File: config.mk
export PLATFORM = sky130hd
export DESIGN_NAME = lph_ctrl
export DESIGN_NICKNAME = d
export VERILOG_FILES = /design/src/hdl/lph_pkg.sv /design/src/hdl/lph_ctrl.sv
export SDC_FILE = /design/constraint.sdc
export NUM_CORES = 1
export LEC_CHECK = 0
export BUFFER_PORTS_ARGS = -buffer_cell sky130_fd_sc_hd__buf_2
export CAP_MARGIN = 20
export CORE_ASPECT_RATIO = 2
export CORE_UTILIZATION = 30
export DETAILED_ROUTE_END_ITERATION = 8
export SYNTH_ARGS = -nofsm -noshare
export SYNTH_HDL_FRONTEND = slang
export SYNTH_SLANG_ARGS = --single-unit
File: constraint.sdc
create_clock -name clk -period 3.1 [get_ports clk]
set_clock_uncertainty 0.05 [all_clocks]
set_input_delay 0.155 -clock clk [delete_from_list [all_inputs] [get_ports clk]]
set_output_delay 0.155 -clock clk [all_outputs]
set_load 0.01 [all_outputs]
File: src/hdl/lph_pkg.sv
// Shared types and constants for the linear-probing hash table.
package lph_pkg;

    localparam int MAX_SLOTS    = 1024;
    localparam int FRAC_BITS    = 8;
    localparam int IDX_W        = 10;
    localparam int SIZE_W       = 11;
    localparam int KEY_W        = 31;
    localparam int CAND_W       = 12;
    localparam int DIVR_W       = 6;
    localparam int LOAD_W       = 20;

    // largest prime at or below MAX_SLOTS
    localparam logic [SIZE_W-1:0] LARGEST_PRIME = 11'd1021;

    localparam logic [SIZE_W-1:0] REQ_RESET = 11'd5;
    localparam logic [7:0]        THR_RESET = 8'd179;

    localparam logic REG_REQ_SIZE = 1'b0;
    localparam logic REG_LOAD_THR = 1'b1;

    typedef struct packed {
        logic              action;
        logic [KEY_W-1:0]  key;
        logic [IDX_W-1:0]  slot_to_read;
    } in_item_t;

    typedef struct packed {
        logic [IDX_W-1:0]   slot_index;
        logic signed [31:0] slot_key;
        logic [SIZE_W-1:0]  table_size;
        logic [SIZE_W-1:0]  entry_count;
        logic               grew;
        logic               error;
    } out_item_t;

    typedef enum logic [4:0] {
        S_CLEAR, S_IDLE, S_RD, S_RD_RES, S_INIT, S_PS_CAND, S_PS_TEST, S_PS_DIV,
        S_LOAD, S_SCAN_RD, S_SCAN_WR, S_RE_START, S_RE_CHK, S_RE_LD, S_FINAL,
        S_PL_MOD, S_PL_DIV, S_PL_RD, S_PL_CHK, S_RES_INS, S_RES_ERR
    } ctrl_state_t;

    typedef struct packed {
        logic clr_wr;
        logic in_load;
        logic rd_issue;
        logic res_rd;
        logic init_cand;
        logic grow_cand;
        logic cand_inc;
        logic d_init;
        logic d_inc;
        logic div_ps;
        logic div_pl;
        logic size_found;
        logic size_fail;
        logic scan_start;
        logic scan_rd;
        logic scan_wr;
        logic re_start;
        logic re_rd;
        logic re_ld;
        logic final_ld;
        logic idx_load;
        logic pl_rd;
        logic probe_next;
        logic place_wr;
        logic res_ins;
        logic res_err;
    } dp_cmd_t;

    typedef struct packed {
        logic in_is_read;
        logic size_zero;
        logic cand_over;
        logic cand_small;
        logic d_sq_gt;
        logic div_done;
        logic rem_zero;
        logic load_gt;
        logic clr_last;
        logic scan_last;
        logic re_done;
        logic slot_valid;
        logic full;
        logic out_free;
    } dp_stat_t;

endpackage

File: src/hdl/lph_ctrl.sv
// Controller state machine sequencing setup, growth, probing and results.
module lph_ctrl (
    input  logic              clk,
    input  logic              rst_n,
    input  logic              in_valid,
    output logic              in_ready,
    input  lph_pkg::dp_stat_t stat,
    output lph_pkg::dp_cmd_t  cmd
);

    lph_pkg::ctrl_state_t state_reg, state_next;
    logic grow_mode_reg, grow_mode_next;
    logic final_reg, final_next;

    always_ff @(posedge clk or negedge rst_n)
    begin
        if (!rst_n)
        begin
            state_reg     <= lph_pkg::S_CLEAR;
            grow_mode_reg <= 1'b0;
            final_reg     <= 1'b0;
        end
        else
        begin
            state_reg     <= state_next;
            grow_mode_reg <= grow_mode_next;
            final_reg     <= final_next;
        end
    end

    always_comb
    begin
        state_next     = state_reg;
        grow_mode_next = grow_mode_reg;
        final_next     = final_reg;
        unique case (state_reg)
            lph_pkg::S_CLEAR:
                if (stat.clr_last) state_next = lph_pkg::S_IDLE;
            lph_pkg::S_IDLE:
                if (in_valid)
                begin
                    priority if (stat.in_is_read) state_next = lph_pkg::S_RD;
                    else if (stat.size_zero)      state_next = lph_pkg::S_INIT;
                    else                          state_next = lph_pkg::S_LOAD;
                end
            lph_pkg::S_RD:
                state_next = lph_pkg::S_RD_RES;
            lph_pkg::S_RD_RES:
                if (stat.out_free) state_next = lph_pkg::S_IDLE;
            lph_pkg::S_INIT:
            begin
                grow_mode_next = 1'b0;
                state_next     = lph_pkg::S_PS_CAND;
            end
            lph_pkg::S_PS_CAND:
                priority if (stat.cand_over)
                    state_next = grow_mode_reg ? lph_pkg::S_FINAL : lph_pkg::S_LOAD;
                else if (!stat.cand_small)
                    state_next = lph_pkg::S_PS_TEST;
            lph_pkg::S_PS_TEST:
                if (stat.d_sq_gt)
                    state_next = grow_mode_reg ? lph_pkg::S_SCAN_RD : lph_pkg::S_LOAD;
                else
                    state_next = lph_pkg::S_PS_DIV;
            lph_pkg::S_PS_DIV:
                if (stat.div_done)
                    state_next = stat.rem_zero ? lph_pkg::S_PS_CAND : lph_pkg::S_PS_TEST;
            lph_pkg::S_LOAD:
                if (stat.load_gt)
                begin
                    grow_mode_next = 1'b1;
                    state_next     = lph_pkg::S_PS_CAND;
                end
                else
                begin
                    state_next = lph_pkg::S_FINAL;
                end
            lph_pkg::S_SCAN_RD:
                state_next = lph_pkg::S_SCAN_WR;
            lph_pkg::S_SCAN_WR:
                state_next = stat.scan_last ? lph_pkg::S_RE_START : lph_pkg::S_SCAN_RD;
            lph_pkg::S_RE_START:
            begin
                final_next = 1'b0;
                state_next = lph_pkg::S_RE_CHK;
            end
            lph_pkg::S_RE_CHK:
                state_next = stat.re_done ? lph_pkg::S_FINAL : lph_pkg::S_RE_LD;
            lph_pkg::S_RE_LD:
                state_next = lph_pkg::S_PL_MOD;
            lph_pkg::S_FINAL:
                if (stat.full)
                begin
                    state_next = lph_pkg::S_RES_ERR;
                end
                else
                begin
                    final_next = 1'b1;
                    state_next = lph_pkg::S_PL_MOD;
                end
            lph_pkg::S_PL_MOD:
                state_next = lph_pkg::S_PL_DIV;
            lph_pkg::S_PL_DIV:
                if (stat.div_done) state_next = lph_pkg::S_PL_RD;
            lph_pkg::S_PL_RD:
                state_next = lph_pkg::S_PL_CHK;
            lph_pkg::S_PL_CHK:
                priority if (stat.slot_valid) state_next = lph_pkg::S_PL_RD;
                else if (final_reg)           state_next = lph_pkg::S_RES_INS;
                else                          state_next = lph_pkg::S_RE_CHK;
            lph_pkg::S_RES_INS,
            lph_pkg::S_RES_ERR:
                if (stat.out_free) state_next = lph_pkg::S_IDLE;
            default:
                state_next = lph_pkg::S_IDLE;
        endcase
    end

    always_comb
    begin
        cmd      = '0;
        in_ready = 1'b0;
        unique case (state_reg)
            lph_pkg::S_CLEAR:   cmd.clr_wr = 1'b1;
            lph_pkg::S_IDLE:
            begin
                in_ready    = 1'b1;
                cmd.in_load = in_valid;
            end
            lph_pkg::S_RD:      cmd.rd_issue = 1'b1;
            lph_pkg::S_RD_RES:  cmd.res_rd = stat.out_free;
            lph_pkg::S_INIT:    cmd.init_cand = 1'b1;
            lph_pkg::S_PS_CAND:
                priority if (stat.cand_over) cmd.size_fail = !grow_mode_reg;
                else if (stat.cand_small)    cmd.cand_inc = 1'b1;
                else                         cmd.d_init = 1'b1;
            lph_pkg::S_PS_TEST:
                if (stat.d_sq_gt)
                begin
                    cmd.size_found = !grow_mode_reg;
                    cmd.scan_start = grow_mode_reg;
                end
                else
                begin
                    cmd.div_ps = 1'b1;
                end
            lph_pkg::S_PS_DIV:
                if (stat.div_done)
                begin
                    cmd.cand_inc = stat.rem_zero;
                    cmd.d_inc    = !stat.rem_zero;
                end
            lph_pkg::S_LOAD:    cmd.grow_cand = stat.load_gt;
            lph_pkg::S_SCAN_RD: cmd.scan_rd = 1'b1;
            lph_pkg::S_SCAN_WR: cmd.scan_wr = 1'b1;
            lph_pkg::S_RE_START: cmd.re_start = 1'b1;
            lph_pkg::S_RE_CHK:  cmd.re_rd = !stat.re_done;
            lph_pkg::S_RE_LD:   cmd.re_ld = 1'b1;
            lph_pkg::S_FINAL:   cmd.final_ld = !stat.full;
            lph_pkg::S_PL_MOD:  cmd.div_pl = 1'b1;
            lph_pkg::S_PL_DIV:  cmd.idx_load = stat.div_done;
            lph_pkg::S_PL_RD:   cmd.pl_rd = 1'b1;
            lph_pkg::S_PL_CHK:
            begin
                cmd.probe_next = stat.slot_valid;
                cmd.place_wr   = !stat.slot_valid;
            end
            lph_pkg::S_RES_INS: cmd.res_ins = stat.out_free;
            lph_pkg::S_RES_ERR: cmd.res_err = stat.out_free;
            default: ;
        endcase
    end

endmodule

## After elaboration in Yosys (flattened, before gate mapping)

Cells that the tools add are included.

- Register bits after elaboration: 7
- Bits of input ports: 17
- Word-level logic and storage cells: 102

- Reduce and logical (&&, ||, !) cells: 12
- Multiplexer cells: 59
- Equal/unequal tests: 28

Operators by type and width:

| kind | count |
|---|---|
| 5-bit one-hot mux with 19 select lines | 1 |
| 5-bit two-way mux | 10 |
| 5-bit by 4-bit == test with 1-bit output, second input constant | 8 |
| 1-bit two-way mux | 35 |
| 5-bit == test, second input constant | 5 |
| 5-bit by 3-bit == test with 1-bit output, second input constant | 4 |
| 4-bit two-way mux | 4 |
| 2-bit != test, second input constant | 6 |
| 5-bit by 2-bit == test with 1-bit output, second input constant | 2 |
| 2-bit two-way mux | 5 |
| 1-bit one-hot mux with 2 select lines | 3 |
| 6-bit AND reduction | 1 |
| 5-bit by 1-bit == test with 1-bit output, second input constant | 1 |
| 1-bit zero test | 5 |
| 5-bit zero test | 1 |
| 2-bit AND reduction | 2 |
| 2-bit nonzero test | 2 |
| 3-bit two-way mux | 1 |
| 3-bit != test, second input constant | 1 |
| 3-bit OR reduction | 1 |
| 2-bit by 1-bit != test with 1-bit output, second input constant | 1 |

## Logic depth before layout (Yosys ltp)

- Depth after elaboration: 4
- Depth in mapped cells: 7
- Mapped depth without buffers: 5

## Worst setup path before layout

OpenSTA, ideal clock, no wires.

- Kind: register to register
- Start point: register state_reg[3]
- End point: register state_reg[1]
- Cell stages (with the launch flop): 7
- Setup time: 0.125 ns
- Clock period less this slack: 1.871 ns
- Path buffers: 2
- Path slack: 1.229 ns
- Data arrival time: 1.696 ns
- Cells stage by stage: dfrtp_1 buf_6 or3_1 buf_6 a2111oi_4 nor4_4 mux2_4

- Cells in the longest elaborated chain, start to end: 4
- Elaborated cells on any way between the ends: 30

Ends and longest elaborated chain:

| element | RTL line | text |
|---|---|---|
| start, declared | lph_ctrl.sv:11 | `lph_pkg::ctrl_state_t state_reg, state_next;` |
| start signal, assigned | lph_ctrl.sv:19 | `state_reg <= lph_pkg::S_CLEAR;` |
| start signal, assigned | lph_ctrl.sv:25 | `state_reg <= state_next;` |
| 5-bit == test / 5-bit by 2-bit == test with 1-bit output (equally long branches) | lph_ctrl.sv:36 | `unique case (state_reg)` |
| 3-bit OR reduction (no line) | - |  |
| 2-bit by 1-bit != test with 1-bit output (no line) | - |  |
| 6-bit AND reduction (no line) | - |  |

Several ways; a longest one is shown, not always the timed one.
A chain may end at the register's enable or synchronous reset.

## Worst setup path in the final report

- Start point: register state_reg[0]
- End point: register state_reg[0]

The elaborated chain is that of the path after synthesis.

==> flow_metrics.env <==
export IMPL_coreArea_sq_mm=0.003193
export IMPL_maxCapViolCount=0
export IMPL_synth_edf_count=0
export IMPL_crit_path_max_incr_delay_ns=0.57
export IMPL_routed_via_count=1229
export IMPL_crit_path_top_delay_cell="dfrtp_1"
export IMPL_min_period_ns=2.333
export IMPL_drt_iter0_drc=59
export IMPL_grt_overflow=0
export IMPL_grt_pass1_wl_microns=5430
export IMPL_antenna_found_initial=0
export IMPL_yosys_top_cells_count="27 x nor2_1, 7 x dfrtp_1, 7 x nand2_1"
export IMPL_peakVddDrop_uv=387.2
export IMPL_p_leak_nw=0.5900
export IMPL_htree_num_levels=1
export IMPL_cts_sinks=7
export IMPL_place_gp_congestion=0.8964
export IMPL_wl_per_cell_microns=16.66
export IMPL_cp_arrival_ns=2.39
export IMPL_synthDistinctLibCells=50
export IMPL_clockBufferDepth=2
export IMPL_die_area_sq_mm=0.003629
export IMPL_fin_nets=191
export IMPL_synth_most_common_cell="nor2_1"
export IMPL_grtUsageMet1_pct=19.84
export IMPL_ys_seq_elements=7
export IMPL_relSlewSlack_pct=61.50
export IMPL_path_delay_family="compound AO/OA/AOI/OAI gates"
export IMPL_placed_cell_area_sq_mm=0.001195
export IMPL_syn_to_final_growth_pct=23.33
export IMPL_clkTransAtPathRegs_ns=0.05
export IMPL_worstPathRequired_ns=3.16
export IMPL_min_path_type="input port to flop"
export IMPL_rows=29
export IMPL_port_buffers=43
export IMPL_synth_net_count=153
export IMPL_drive_gt1_share_pct=32.95
export IMPL_largest_reg_flops=5
export IMPL_start_util_pct=31.74
export IMPL_antennaDiodeCount=0
export IMPL_fill_cells=354
export IMPL_clock_latency_ns=0.24
export IMPL_dp_hpwl_microns=2657
export IMPL_finalHoldViolations=0
export IMPL_crit_fanout=19
export IMPL_final_max_slew_viol_count=0
export IMPL_track_usage_pct=19.15
export IMPL_hold_slack_ns=0.2235
export IMPL_critPathBufInv=0
export IMPL_grt_busiest_layer="met2"
export IMPL_yosysTopAreaCell="dfrtp_1"
export IMPL_cp_end_kind="flop"
export IMPL_tightest_slew_ns=0.5775
export IMPL_cts_tree="done"
export IMPL_synth_area_top_cells="dfrtp_1 17%, nor2_1 10%, nor4_4 4.2%"
export IMPL_period_share_pct=75.26
export IMPL_fin_tns_setup_ns=0
export IMPL_start_kind="flop"
export IMPL_synth_main_ff_cell="dfrtp_1"
export IMPL_finalWorstSetupSlack_ns=0.7668
export IMPL_max_freq_ghz=0.4286
export IMPL_synthesis_instances=136
export IMPL_grt_start_max_net_pins=23
export IMPL_die_w_microns=43.10
export IMPL_drc=0
export IMPL_synthesis_area_sq_mm=0.001013
export IMPL_use_met3_pct=1.935
export IMPL_worstPathCellList="nand2b_1 -> a21oi_1 -> a2111o_1 -> o41ai_1 -> o21ai_1"
export IMPL_critical_path_class="flop to flop"
export IMPL_grt_pass1_vias=1217
export IMPL_power_density_mw_per_mm2=861.2
export IMPL_yosys_warnings=0
export IMPL_finalSetupViolCount=0
export IMPL_die_y_microns=84.20
export IMPL_viasPerCell=6.025
export IMPL_cts_made_buffers=3
export IMPL_seq_area_frac_synth_pct=17.28
export IMPL_rsz0062_at_grt="false"
export IMPL_final_cell_area_sq_mm=0.001250
export IMPL_use_met2_pct=31.89
export IMPL_run_status="finished, final reports clean"
export IMPL_dp_cells=199
export IMPL_syn_area_per_cell_sq_um=7.452
export IMPL_ant_nets=0
export IMPL_drt_pass1_iter_count=4
export IMPL_io_pins=44
export IMPL_async_reset_ff_share_pct=100.0
export IMPL_drt_wl_total_microns=3399
export IMPL_clockRootBuffer="clkbuf_8"
export IMPL_instances_no_fill=204
export IMPL_place_ws_ns=0.8255
export IMPL_synth_top_area_share_pct=17.28
cells in the final DEF (no fill, tap or decap), drive strengths merged, types with 2 or more instances in the layout:
cell type / netlist / final
a21oi: 3 / 3
nand3: 2 / 2
and3: 2 / 2
dfrtp: 7 / 7
a31oi: 2 / 2
a21o: 2 / 2
nand3b: 5 / 5
and2: 3 / 3
or3b: 3 / 3
clkbuf: 3 / 4
nor2: 27 / 27
nor4: 4 / 4
a211oi: 2 / 2
nor3: 4 / 4
or3: 2 / 2
buf: 10 / 45
nand2b: 3 / 3
a31o: 2 / 2
a22oi: 2 / 2
inv: 6 / 6
nand2: 7 / 7
nor3b: 3 / 3
o21ai: 6 / 6
o22ai: 3 / 3
nand4: 2 / 2
nor2b: 3 / 3
cell families (layout without fill, tap and decap cells):
kind of cell | after synthesis | after routing | synth area share (%)
compound gates | 32 | 32 | 25.06
mux | 1 | 1 | 1.481
flops | 7 | 7 | 17.28
xor+xnor | 1 | 1 | 0.8644
buf+inv | 19 | 56 | 10.86
simple gates | 76 | 76 | 44.45
through the flow:
step	utilization [%]	total power, mW
3_3_place_gp	37.42	0.9224
3_5_place_dp	37.42	0.9350
2_1_floorplan	-	0.8052
5_1_grt	39.15	1.156
4_1_cts	39.15	1.072
6_report	39.15	1.076
final timing paths:
check / start / to / slack, ns / cells after the start
hold / removal: stat[12] / state_reg[2] / 0.22 / 3
hold reg to reg: final_reg / final_reg / 0.55 / 2
max in group asynchronous: rst_n / state_reg[4] / 2.58 / 2
min in group asynchronous: rst_n / state_reg[0] / 0.24 / 2
setup / recovery: state_reg[0] / state_reg[0] / 0.77 / 5
setup reg to reg: state_reg[0] / state_reg[0] / 0.77 / 5
report_power, final:
part / switching, mW / total [mW] / internal, mW
clock network: 0.0472 / 0.137 / 0.0897
registers: 0.0993 / 0.227 / 0.128
logic: 0.416 / 0.712 / 0.297
total: 0.562 / 1.08 / 0.514
tightest hold or removal path, stage by stage:
cell and delay, ns:
buf_2 0.10, nand3b_1 0.09, a41oi_1 0.12
routing by layer:
metal / share of wire [%] / routed length (microns) / vias to the layer above
met5: 0 / 0 / -
met4: 7.4 / 252 / 0
met3: 5.4 / 185 / 23
met2: 52 / 1777 / 75
met1: 35 / 1184 / 560
li1: - / - / 571
what timing repair did:
item,in CTS,in global routing
gates resized for setup,0,0
setup buffers,0,0
hold buffers,1,0
endpoints found under the hold margin,7,0
final cells by class:
type	count	area [sq um]	share of cell area, %
Sequential cell	7	175.2	14.01
Inverter	6	22.52	1.802
Timing Repair Buffer	46	240.2	19.22
Clock buffer	4	45.04	3.604
Multi-Input combinational cell	110	728.2	58.26
Tap cell	31	38.79	3.103
Note: power is estimated with default switching activity, not from simulation.
